==> config.mk <==
export PLATFORM = sky130hd
export DESIGN_NAME = iir_bandpass_sixth_order
export DESIGN_NICKNAME = d
export VERILOG_FILES = /design/src/rtl/core/ibp_pkg.sv /design/src/rtl/core/iir_bandpass_sixth_order.sv /design/src/rtl/core/ibp_mul.sv
export SDC_FILE = /design/constraint.sdc
export NUM_CORES = 2
export LEC_CHECK = 0
export ABC_AREA = 1
export BUFFER_PORTS_ARGS = -buffer_cell sky130_fd_sc_hd__buf_4
export CAP_MARGIN = 30
export CORE_MARGIN = 2
export CORE_UTILIZATION = 25
export DETAILED_ROUTE_END_ITERATION = 6
export HOLD_SLACK_MARGIN = 0.1
export PLACE_DENSITY_LB_ADDON = 0.12
export SKIP_LAST_GASP = 1
export SLEW_MARGIN = 20
export SYNTH_ARGS = -nofsm -noshare
export SYNTH_HDL_FRONTEND = slang
export SYNTH_HIERARCHICAL = 1
export SYNTH_SLANG_ARGS = --single-unit
export TNS_END_PERCENT = 10
==> constraint.sdc <==
create_clock -name i_clk -period 21.6 [get_ports i_clk]
set_clock_uncertainty 0.1 [all_clocks]
set_input_delay 5.4 -clock i_clk [delete_from_list [all_inputs] [get_ports i_clk]]
set_output_delay 5.4 -clock i_clk [all_outputs]
set_load 0.01 [all_outputs]
==> src/rtl/core/ibp_pkg.sv <==
// ----------------------------------------------------------------------------
// ibp_pkg: shared types, constants and helpers for the band-pass filter
// Formats, register indexes, multiplier geometry and saturation functions.
// ----------------------------------------------------------------------------
package ibp_pkg;

    // field formats
    localparam int SAMPLE_WIDTH = 16;
    localparam int STATE_WIDTH  = 48;
    localparam int GAIN_WIDTH   = 48;
    localparam int TAP_WIDTH    = 32;
    localparam int GAIN_FRAC    = 24;
    localparam int TAP_FRAC     = 28;

    // filter structure
    localparam int NUM_TAPS     = 6;
    localparam int FF_REPEATS   = 3;
    localparam int TAP_IDX_W    = $clog2(NUM_TAPS);

    // configuration port
    localparam int REG_IDX_W    = 3;
    localparam int CFG_DATA_W   = (GAIN_WIDTH > TAP_WIDTH) ? GAIN_WIDTH : TAP_WIDTH;
    localparam logic [REG_IDX_W-1:0] REG_INPUT_GAIN     = 3'd0;
    localparam logic [REG_IDX_W-1:0] REG_FEEDBACK_TAP_0 = 3'd1;

    // digit-serial multiplier geometry
    localparam int DIGIT_W      = 8;
    localparam int MPLR_MIN_W   = (TAP_WIDTH > SAMPLE_WIDTH) ? TAP_WIDTH : SAMPLE_WIDTH;
    localparam int NUM_DIGITS   = (MPLR_MIN_W + DIGIT_W - 1) / DIGIT_W;
    localparam int MPLR_W       = NUM_DIGITS * DIGIT_W;
    localparam int DIGIT_CNT_W  = (NUM_DIGITS > 1) ? $clog2(NUM_DIGITS) : 1;
    localparam int MCAND_W      = (STATE_WIDTH > GAIN_WIDTH + 1) ? STATE_WIDTH
                                                                 : GAIN_WIDTH + 1;
    localparam int PROD_W       = MCAND_W + MPLR_W;

    typedef logic signed [STATE_WIDTH-1:0] t_state;
    typedef logic signed [TAP_WIDTH-1:0]   t_tap;
    typedef logic signed [PROD_W-1:0]      t_prod;

    localparam t_state STATE_MAX = {1'b0, {(STATE_WIDTH-1){1'b1}}};
    localparam t_state STATE_MIN = {1'b1, {(STATE_WIDTH-1){1'b0}}};

    // saturating add or subtract on state values
    function automatic t_state sat_addsub(t_state a, t_state b, logic sub);
        logic signed [STATE_WIDTH:0] s;
        t_state res;
        if (sub) begin
            s = {a[STATE_WIDTH-1], a} - {b[STATE_WIDTH-1], b};
        end else begin
            s = {a[STATE_WIDTH-1], a} + {b[STATE_WIDTH-1], b};
        end
        if (s[STATE_WIDTH] != s[STATE_WIDTH-1]) begin
            res = s[STATE_WIDTH] ? STATE_MIN : STATE_MAX;
        end else begin
            res = s[STATE_WIDTH-1:0];
        end
        return res;
    endfunction

    // clamp a wide product to the state range
    function automatic t_state clamp_state(t_prod v);
        logic [PROD_W-STATE_WIDTH:0] upper;
        t_state res;
        upper = v[PROD_W-1:STATE_WIDTH-1];
        if ((&upper) || (~|upper)) begin
            res = v[STATE_WIDTH-1:0];
        end else if (v[PROD_W-1]) begin
            res = STATE_MIN;
        end else begin
            res = STATE_MAX;
        end
        return res;
    endfunction

endpackage

==> src/rtl/core/iir_bandpass_sixth_order.sv <==
// ----------------------------------------------------------------------------
// iir_bandpass_sixth_order: sixth-order IIR band-pass filter, fixed point
// Takes a new input beat only when idle, once the previous result is registered.
// One shared 8-bit digit-serial multiplier forms seven products in turn.
// Synchronous reset clears configuration registers, histories and control.
// ----------------------------------------------------------------------------
module iir_bandpass_sixth_order (
    input  logic                                    i_clk,
    input  logic                                    i_rst_n,
    input  logic                                    i_valid,
    output logic                                    o_stall,
    input  logic signed [ibp_pkg::SAMPLE_WIDTH-1:0] i_sample,
    output logic                                    o_valid,
    input  logic                                    i_stall,
    output logic signed [ibp_pkg::STATE_WIDTH-1:0]  o_filtered,
    input  logic                                    i_cfg_we,
    input  logic [ibp_pkg::REG_IDX_W-1:0]           i_cfg_index,
    input  logic [ibp_pkg::CFG_DATA_W-1:0]          i_cfg_data
);

    localparam logic [ibp_pkg::TAP_IDX_W-1:0] LAST_TAP =
        ibp_pkg::TAP_IDX_W'(ibp_pkg::NUM_TAPS - 1);
    localparam logic [ibp_pkg::TAP_IDX_W-1:0] LAST_FF =
        ibp_pkg::TAP_IDX_W'(ibp_pkg::FF_REPEATS - 1);
    // history slots: x[n-2], x[n-4], x[n-6]
    localparam int X_N2 = 1;
    localparam int X_N4 = 3;
    localparam int X_N6 = 5;

    typedef enum logic [2:0] {
        S_IDLE, S_SCALE, S_DIFF, S_FF_SUB, S_FF_ADD, S_FB, S_DONE
    } t_fsm;

    t_fsm                              r_state;
    logic [ibp_pkg::TAP_IDX_W-1:0]     r_step;
    logic [ibp_pkg::GAIN_WIDTH-1:0]    r_gain;
    ibp_pkg::t_tap                     r_tap [ibp_pkg::NUM_TAPS];
    ibp_pkg::t_state                   r_xh  [ibp_pkg::NUM_TAPS];
    ibp_pkg::t_state                   r_yh  [ibp_pkg::NUM_TAPS];
    ibp_pkg::t_state                   r_scaled;
    ibp_pkg::t_state                   r_d;
    ibp_pkg::t_state                   r_acc;
    ibp_pkg::t_state                   r_out;
    logic                              r_out_valid;

    logic                              accept;
    logic                              finish;
    logic                              mul_start;
    logic                              mul_done;
    logic [ibp_pkg::TAP_IDX_W-1:0]     tap_sel;
    logic [ibp_pkg::TAP_IDX_W-1:0]     y_sel;
    logic signed [ibp_pkg::MCAND_W-1:0] mcand;
    logic signed [ibp_pkg::MPLR_W-1:0]  mplr;
    ibp_pkg::t_prod                    prod;
    ibp_pkg::t_state                   alu_a;
    ibp_pkg::t_state                   alu_b;
    logic                              alu_sub;
    ibp_pkg::t_state                   alu_sum;
    ibp_pkg::t_state                   fb_term;
    ibp_pkg::t_state                   scaled_next;

    // handshakes
    assign o_stall    = (r_state != S_IDLE);
    assign accept     = i_valid && (r_state == S_IDLE);
    assign finish     = (r_state == S_DONE) && (!r_out_valid || !i_stall);
    assign o_valid    = r_out_valid;
    assign o_filtered = r_out;

    // tap selection: next tap is started while the current product is added
    always_comb begin
        if (r_state == S_FB) begin
            tap_sel = (r_step == LAST_TAP) ? r_step : r_step + 1'b1;
        end else begin
            tap_sel = '0;
        end
        y_sel = LAST_TAP - tap_sel;
    end

    assign mul_start = accept || (r_state == S_FF_SUB) ||
                       ((r_state == S_FB) && mul_done && (r_step != LAST_TAP));

    // multiplier operands: gain times sample, or past output times tap
    always_comb begin
        if (r_state == S_IDLE) begin
            mcand = ibp_pkg::MCAND_W'(r_gain);
            mplr  = ibp_pkg::MPLR_W'(i_sample);
        end else begin
            mcand = ibp_pkg::MCAND_W'(r_yh[y_sel]);
            mplr  = ibp_pkg::MPLR_W'(r_tap[tap_sel]);
        end
    end

    ibp_mul u_mul (
        .i_clk     (i_clk),
        .i_rst_n   (i_rst_n),
        .i_start   (mul_start),
        .i_mcand   (mcand),
        .i_mplr    (mplr),
        .o_done    (mul_done),
        .o_product (prod)
    );

    // rescale products
    assign scaled_next = ibp_pkg::clamp_state(prod >>> ibp_pkg::GAIN_FRAC);
    assign fb_term     = ibp_pkg::clamp_state(prod >>> ibp_pkg::TAP_FRAC);

    // shared saturating adder
    always_comb begin
        case (r_state)
            S_DIFF: begin
                alu_a   = r_xh[X_N4];
                alu_b   = r_xh[X_N2];
                alu_sub = 1'b1;
            end
            S_FF_SUB: begin
                alu_a   = r_scaled;
                alu_b   = r_xh[X_N6];
                alu_sub = 1'b1;
            end
            S_FB: begin
                alu_a   = r_acc;
                alu_b   = fb_term;
                alu_sub = 1'b0;
            end
            default: begin
                alu_a   = r_acc;
                alu_b   = r_d;
                alu_sub = 1'b0;
            end
        endcase
        alu_sum = ibp_pkg::sat_addsub(alu_a, alu_b, alu_sub);
    end

    // sequencer and output register
    always_ff @(posedge i_clk) begin
        if (!i_rst_n) begin
            r_state     <= S_IDLE;
            r_step      <= '0;
            r_out_valid <= 1'b0;
        end else begin
            if (r_out_valid && !i_stall) begin
                r_out_valid <= 1'b0;
            end
            case (r_state)
                S_IDLE: begin
                    if (accept) begin
                        r_state <= S_SCALE;
                    end
                end
                S_SCALE: begin
                    if (mul_done) begin
                        r_scaled <= scaled_next;
                        r_state  <= S_DIFF;
                    end
                end
                S_DIFF: begin
                    r_d     <= alu_sum;
                    r_state <= S_FF_SUB;
                end
                S_FF_SUB: begin
                    r_acc   <= alu_sum;
                    r_step  <= '0;
                    r_state <= S_FF_ADD;
                end
                S_FF_ADD: begin
                    r_acc <= alu_sum;
                    if (r_step == LAST_FF) begin
                        r_step  <= '0;
                        r_state <= S_FB;
                    end else begin
                        r_step <= r_step + 1'b1;
                    end
                end
                S_FB: begin
                    if (mul_done) begin
                        r_acc <= alu_sum;
                        if (r_step == LAST_TAP) begin
                            r_state <= S_DONE;
                        end else begin
                            r_step <= r_step + 1'b1;
                        end
                    end
                end
                S_DONE: begin
                    if (finish) begin
                        r_out       <= r_acc;
                        r_out_valid <= 1'b1;
                        r_state     <= S_IDLE;
                    end
                end
                default: begin
                    r_state <= S_IDLE;
                end
            endcase
        end
    end

    // input and output delay lines, newest at slot 0
    always_ff @(posedge i_clk) begin
        if (!i_rst_n) begin
            for (int i = 0; i < ibp_pkg::NUM_TAPS; i++) begin
                r_xh[i] <= '0;
                r_yh[i] <= '0;
            end
        end else if (finish) begin
            r_xh[0] <= r_scaled;
            r_yh[0] <= r_acc;
            for (int i = 1; i < ibp_pkg::NUM_TAPS; i++) begin
                r_xh[i] <= r_xh[i-1];
                r_yh[i] <= r_yh[i-1];
            end
        end
    end

    // configuration registers
    always_ff @(posedge i_clk) begin
        if (!i_rst_n) begin
            r_gain <= '0;
            for (int i = 0; i < ibp_pkg::NUM_TAPS; i++) begin
                r_tap[i] <= '0;
            end
        end else if (i_cfg_we) begin
            if (i_cfg_index == ibp_pkg::REG_INPUT_GAIN) begin
                r_gain <= i_cfg_data[ibp_pkg::GAIN_WIDTH-1:0];
            end
            for (int i = 0; i < ibp_pkg::NUM_TAPS; i++) begin
                if (i_cfg_index == ibp_pkg::REG_FEEDBACK_TAP_0 + ibp_pkg::REG_IDX_W'(i)) begin
                    r_tap[i] <= i_cfg_data[ibp_pkg::TAP_WIDTH-1:0];
                end
            end
        end
    end

    // product completes only while the sequencer waits for it
    a_mul_done_state: assert property (@(posedge i_clk) disable iff (!i_rst_n)
        mul_done |-> (r_state == S_SCALE || r_state == S_FB))
        else $error("multiplier done outside a wait state");

    // the result beat and both delay lines take the finished values
    a_finish_out: assert property (@(posedge i_clk) disable iff (!i_rst_n)
        finish |=> (o_valid && (o_filtered == $past(r_acc)) &&
                    (r_yh[0] == $past(r_acc)) && (r_xh[0] == $past(r_scaled))))
        else $error("result or history not updated on finish");

    // last feedback product ends the item
    a_last_tap: assert property (@(posedge i_clk) disable iff (!i_rst_n)
        ((r_state == S_FB) && mul_done && (r_step == LAST_TAP)) |=> (r_state == S_DONE))
        else $error("sequencer missed the last tap");

endmodule

==> src/rtl/core/ibp_mul.sv <==
// ----------------------------------------------------------------------------
// ibp_mul: digit-serial signed multiplier
// Takes the multiplier one 8-bit digit per cycle, least significant first,
// shifting finished low product bits into a shift register.
// ----------------------------------------------------------------------------
module ibp_mul (
    input  logic                                i_clk,
    input  logic                                i_rst_n,
    input  logic                                i_start,
    input  logic signed [ibp_pkg::MCAND_W-1:0]  i_mcand,
    input  logic signed [ibp_pkg::MPLR_W-1:0]   i_mplr,
    output logic                                o_done,
    output logic signed [ibp_pkg::PROD_W-1:0]   o_product
);

    localparam int HI_W = ibp_pkg::MCAND_W + ibp_pkg::DIGIT_W + 1;

    logic signed [ibp_pkg::MCAND_W-1:0]   r_mcand;
    logic [ibp_pkg::MPLR_W-1:0]           r_mplr;
    logic signed [HI_W-1:0]               r_hi;
    logic [ibp_pkg::MPLR_W-1:0]           r_lo;
    logic [ibp_pkg::DIGIT_CNT_W-1:0]      r_cnt;
    logic                                 r_busy;
    logic                                 r_done;

    logic                                 last;
    logic signed [ibp_pkg::DIGIT_W:0]     digit;
    logic signed [HI_W-1:0]               pp;
    logic signed [HI_W-1:0]               sum;

    // current digit: top digit signed, the others unsigned
    always_comb begin
        last  = (r_cnt == ibp_pkg::DIGIT_CNT_W'(ibp_pkg::NUM_DIGITS - 1));
        digit = {last & r_mplr[ibp_pkg::DIGIT_W-1], r_mplr[ibp_pkg::DIGIT_W-1:0]};
        pp    = r_mcand * digit;
        sum   = r_hi + pp;
    end

    // digit counter and done pulse
    always_ff @(posedge i_clk) begin
        if (!i_rst_n) begin
            r_busy <= 1'b0;
            r_done <= 1'b0;
            r_cnt  <= '0;
        end else begin
            r_done <= 1'b0;
            if (i_start) begin
                r_busy <= 1'b1;
                r_cnt  <= '0;
            end else if (r_busy) begin
                r_cnt <= r_cnt + 1'b1;
                if (last) begin
                    r_busy <= 1'b0;
                    r_done <= 1'b1;
                end
            end
        end
    end

    // operand and partial product shift registers
    always_ff @(posedge i_clk) begin
        if (i_start) begin
            r_mcand <= i_mcand;
            r_mplr  <= i_mplr;
            r_hi    <= '0;
            r_lo    <= '0;
        end else if (r_busy) begin
            r_hi   <= sum >>> ibp_pkg::DIGIT_W;
            r_lo   <= {sum[ibp_pkg::DIGIT_W-1:0], r_lo[ibp_pkg::MPLR_W-1:ibp_pkg::DIGIT_W]};
            r_mplr <= r_mplr >> ibp_pkg::DIGIT_W;
        end
    end

    assign o_done    = r_done;
    assign o_product = {r_hi[ibp_pkg::MCAND_W-1:0], r_lo};

endmodule

==> impl_results.md <==
- Run status: finished, final reports clean
- Clock Pin Slew Worst Setup and Hold Paths: 0.06 ns
- Setup_tns: 0 ns
- Req. time, crit path: 22.04 ns
- Worst R2R Path Depth: 33
- Worst hold slack: 0.377 ns
- Crit-path max FO: 98
- Vias per inst: 4.35
- Num CTS Buffers: 146
- Global-route wire length before repair: 392,000 microns
- Number of global-route vias before repair: 55,600
- Max H-tree Level: 4
- DRT antenna net count: 0
- Vias: 54,600
- GRT Total Usage: 18.2%
- Worst Path Buf+Inv: 5
- Overflow after GRT: 0
- Max-cap violation count: 0
- # fillers: 31,200
- HPWL reported at the end of detailed placement: 196,000 microns
- Setup Viol. Count Final: 0
- Crit-path slowest cell: buf_4
- RSZ-0062 raised after global routing: no
- Final worst path period share: 39.4%
- Area Overhead vs Synth: 13.8%
- Die Wd: 544 microns
- RR Startpoint: u_mul/r_hi[48]
- Ports: 122
- Wire per inst: 21.5 microns
- Worst R2R Setup Slack: 13.88 ns
- Die ar.: 296,000 sq um
- Ratio of cells with drive above 1 in the final layout: 6.92%
- Worst min path class: reg2reg
- CP Launch Point: i_rst_n
- Critical path class: in2reg
- Hold_buf cts: 0
- FMAX: 118 MHz
- Post-Syn Nets: 9,212
- Crit-path leading delay family: buffers and inverters
- Clk_lat worst skew: 0.84 ns
- Initial DRC Count: 3,762
- Post-Syn Area: 72,900 sq um
- Relative slew slack: 32.1%
- Final hold violations: 0
- Minimum clock period: 8.51 ns
- Initial Utilization: 25.1%
- Synthesized area per cell: 8.52 sq um
- Final RePlAce weighted congestion: 0.885
- Clock buffer depth: 3
- Syn. warnings: 6
- Startpoint types: primary input
- DRT Pass-1 Iters: 5
- Crit. End Element: register
- Slowest Stage Delay on Critical Path: 0.77 ns
- Chip height: 544 microns
- Root Buffer: clkbuf_16
- Largest net degree at the start of global routing: 173
- DR DRC count: 0
- Crit-path most repeated cell: buf_4
- Post-CTS Setup Repair Bufs: 0
- Reg-to-reg endpoint: r_d[10]
- Crit path DAT: 8.95 ns
- Crit. path cell count: 7
- Nets: 9,180
- Max-slew violation total from the final report: 0
- # resized after CTS: 0
- FP Rows: 198
- Worst setup path endpoint: r_xh[0][31]
- Antenna violations before repair: 17
- Count of buffers from port buffering: 121
- Core Area: 291,000 sq um
- Routed Wire Length: 270,000 microns
- Syn Inst Count: 8,554
- Worst-Margin Slew: 1.02 ns
- CTS tree: yes
- Clock Sinks: 1,158
- Worst-path cell chain: buf_4 -> inv_1 -> nor2_4 -> inv_8 -> buf_4 -> buf_4 -> nor2_1
## placed cells by master (no fill, tap or decap), types with 157 or more instances in the layout
cell / count
o21ai_0: 399
ha_1: 182
a21oi_1: 326
inv_1: 1818
buf_4: 237
edfxtp_1: 1041
fa_1: 404
nand2_1: 1859
nand3_1: 157
nor2_1: 1271
## per-layer routing
metal | global-route usage (%) | wire, microns | vias up
li1 | - | - | 26300
met1 | 24.4 | 123000 | 27100
met2 | 31.1 | 131000 | 995
met3 | 2.26 | 10500 | 225
met4 | 3.80 | 5110 | 0
met5 | 0 | 0 | -
## worst reg2reg max path: cells and delay by family (launching register included)
family / cells / cell delay [ns]
and+or+nand+nor: 23 / 4.68
buffers and inverters: 7 / 1.63
adders and majority gates: 1 / 0.37
DFF: 1 / 0.29
AOI/OAI and AO/OA: 1 / 0.24
xor gates and xnor gates: 1 / 0.12
## how the worst min path moves through the flow
stage | cells after the start | startpoint | slack (ns) | end
after floorplan | 0 | r_acc[1] | 0.33 | o_filtered[1]
after CTS | 2 | u_mul/r_cnt[1] | 0.38 | u_mul/r_cnt[1]
after global routing | 2 | u_mul/r_cnt[1] | 0.41 | u_mul/r_cnt[1]
final | 2 | u_mul/r_cnt[1] | 0.38 | u_mul/r_cnt[1]
after detailed placement | 2 | u_mul/r_lo[24] | 0.37 | u_mul/r_lo[24]
after global placement | 2 | u_mul/r_cnt[1] | 0.35 | u_mul/r_cnt[1]
## cell type report
type,count,area [sq um],area share (%)
Multi-Input combinational cell,5131,30600,36.9
Inverter,1836,6900,8.32
Timing Repair Buffer,249,2080,2.51
Clock buffer,189,3950,4.76
Antenna cell,4,10.0,0.0121
Tap cell,3900,4880,5.88
Sequential cell,1158,33600,40.5
Clock inverter,78,877,1.06
## per-stage QoR
| step | instance area [sq um] | setup WS [ns] | utilization (%) | std cells |
|---|---|---|---|---|
| 2_1_floorplan | 72900 | 1.96 | - | 8554 |
| 3_3_place_gp | 77800 | 12.01 | 26.8 | 12300 |
| 3_5_place_dp | 78000 | 11.95 | 26.8 | 12300 |
| 4_1_cts | 82800 | 12.85 | 28.5 | 12500 |
| 5_1_grt | 82900 | 12.87 | 28.5 | 12500 |
| 6_report | 82900 | 13.09 | 28.5 | 12500 |
## flip-flops by register name, summed over array words and instances, names as in the netlist
register,flops
u_mul/r_cnt,2
u_mul/r_mplr,32
r_tap,192
u_mul/r_mcand,49
u_mul/r_busy,1
r_xh,288
r_step,3
r_gain,48
r_scaled,48
u_mul/r_lo,8
u_mul/r_hi,50
r_acc,48
u_mul/o_done,1
r_d,48
r_yh,288
r_state,3
o_filtered,48
o_valid,1
Power is not shown: default switching activity piles up to over one toggle a cycle in this logic, so the estimate is an artifact.
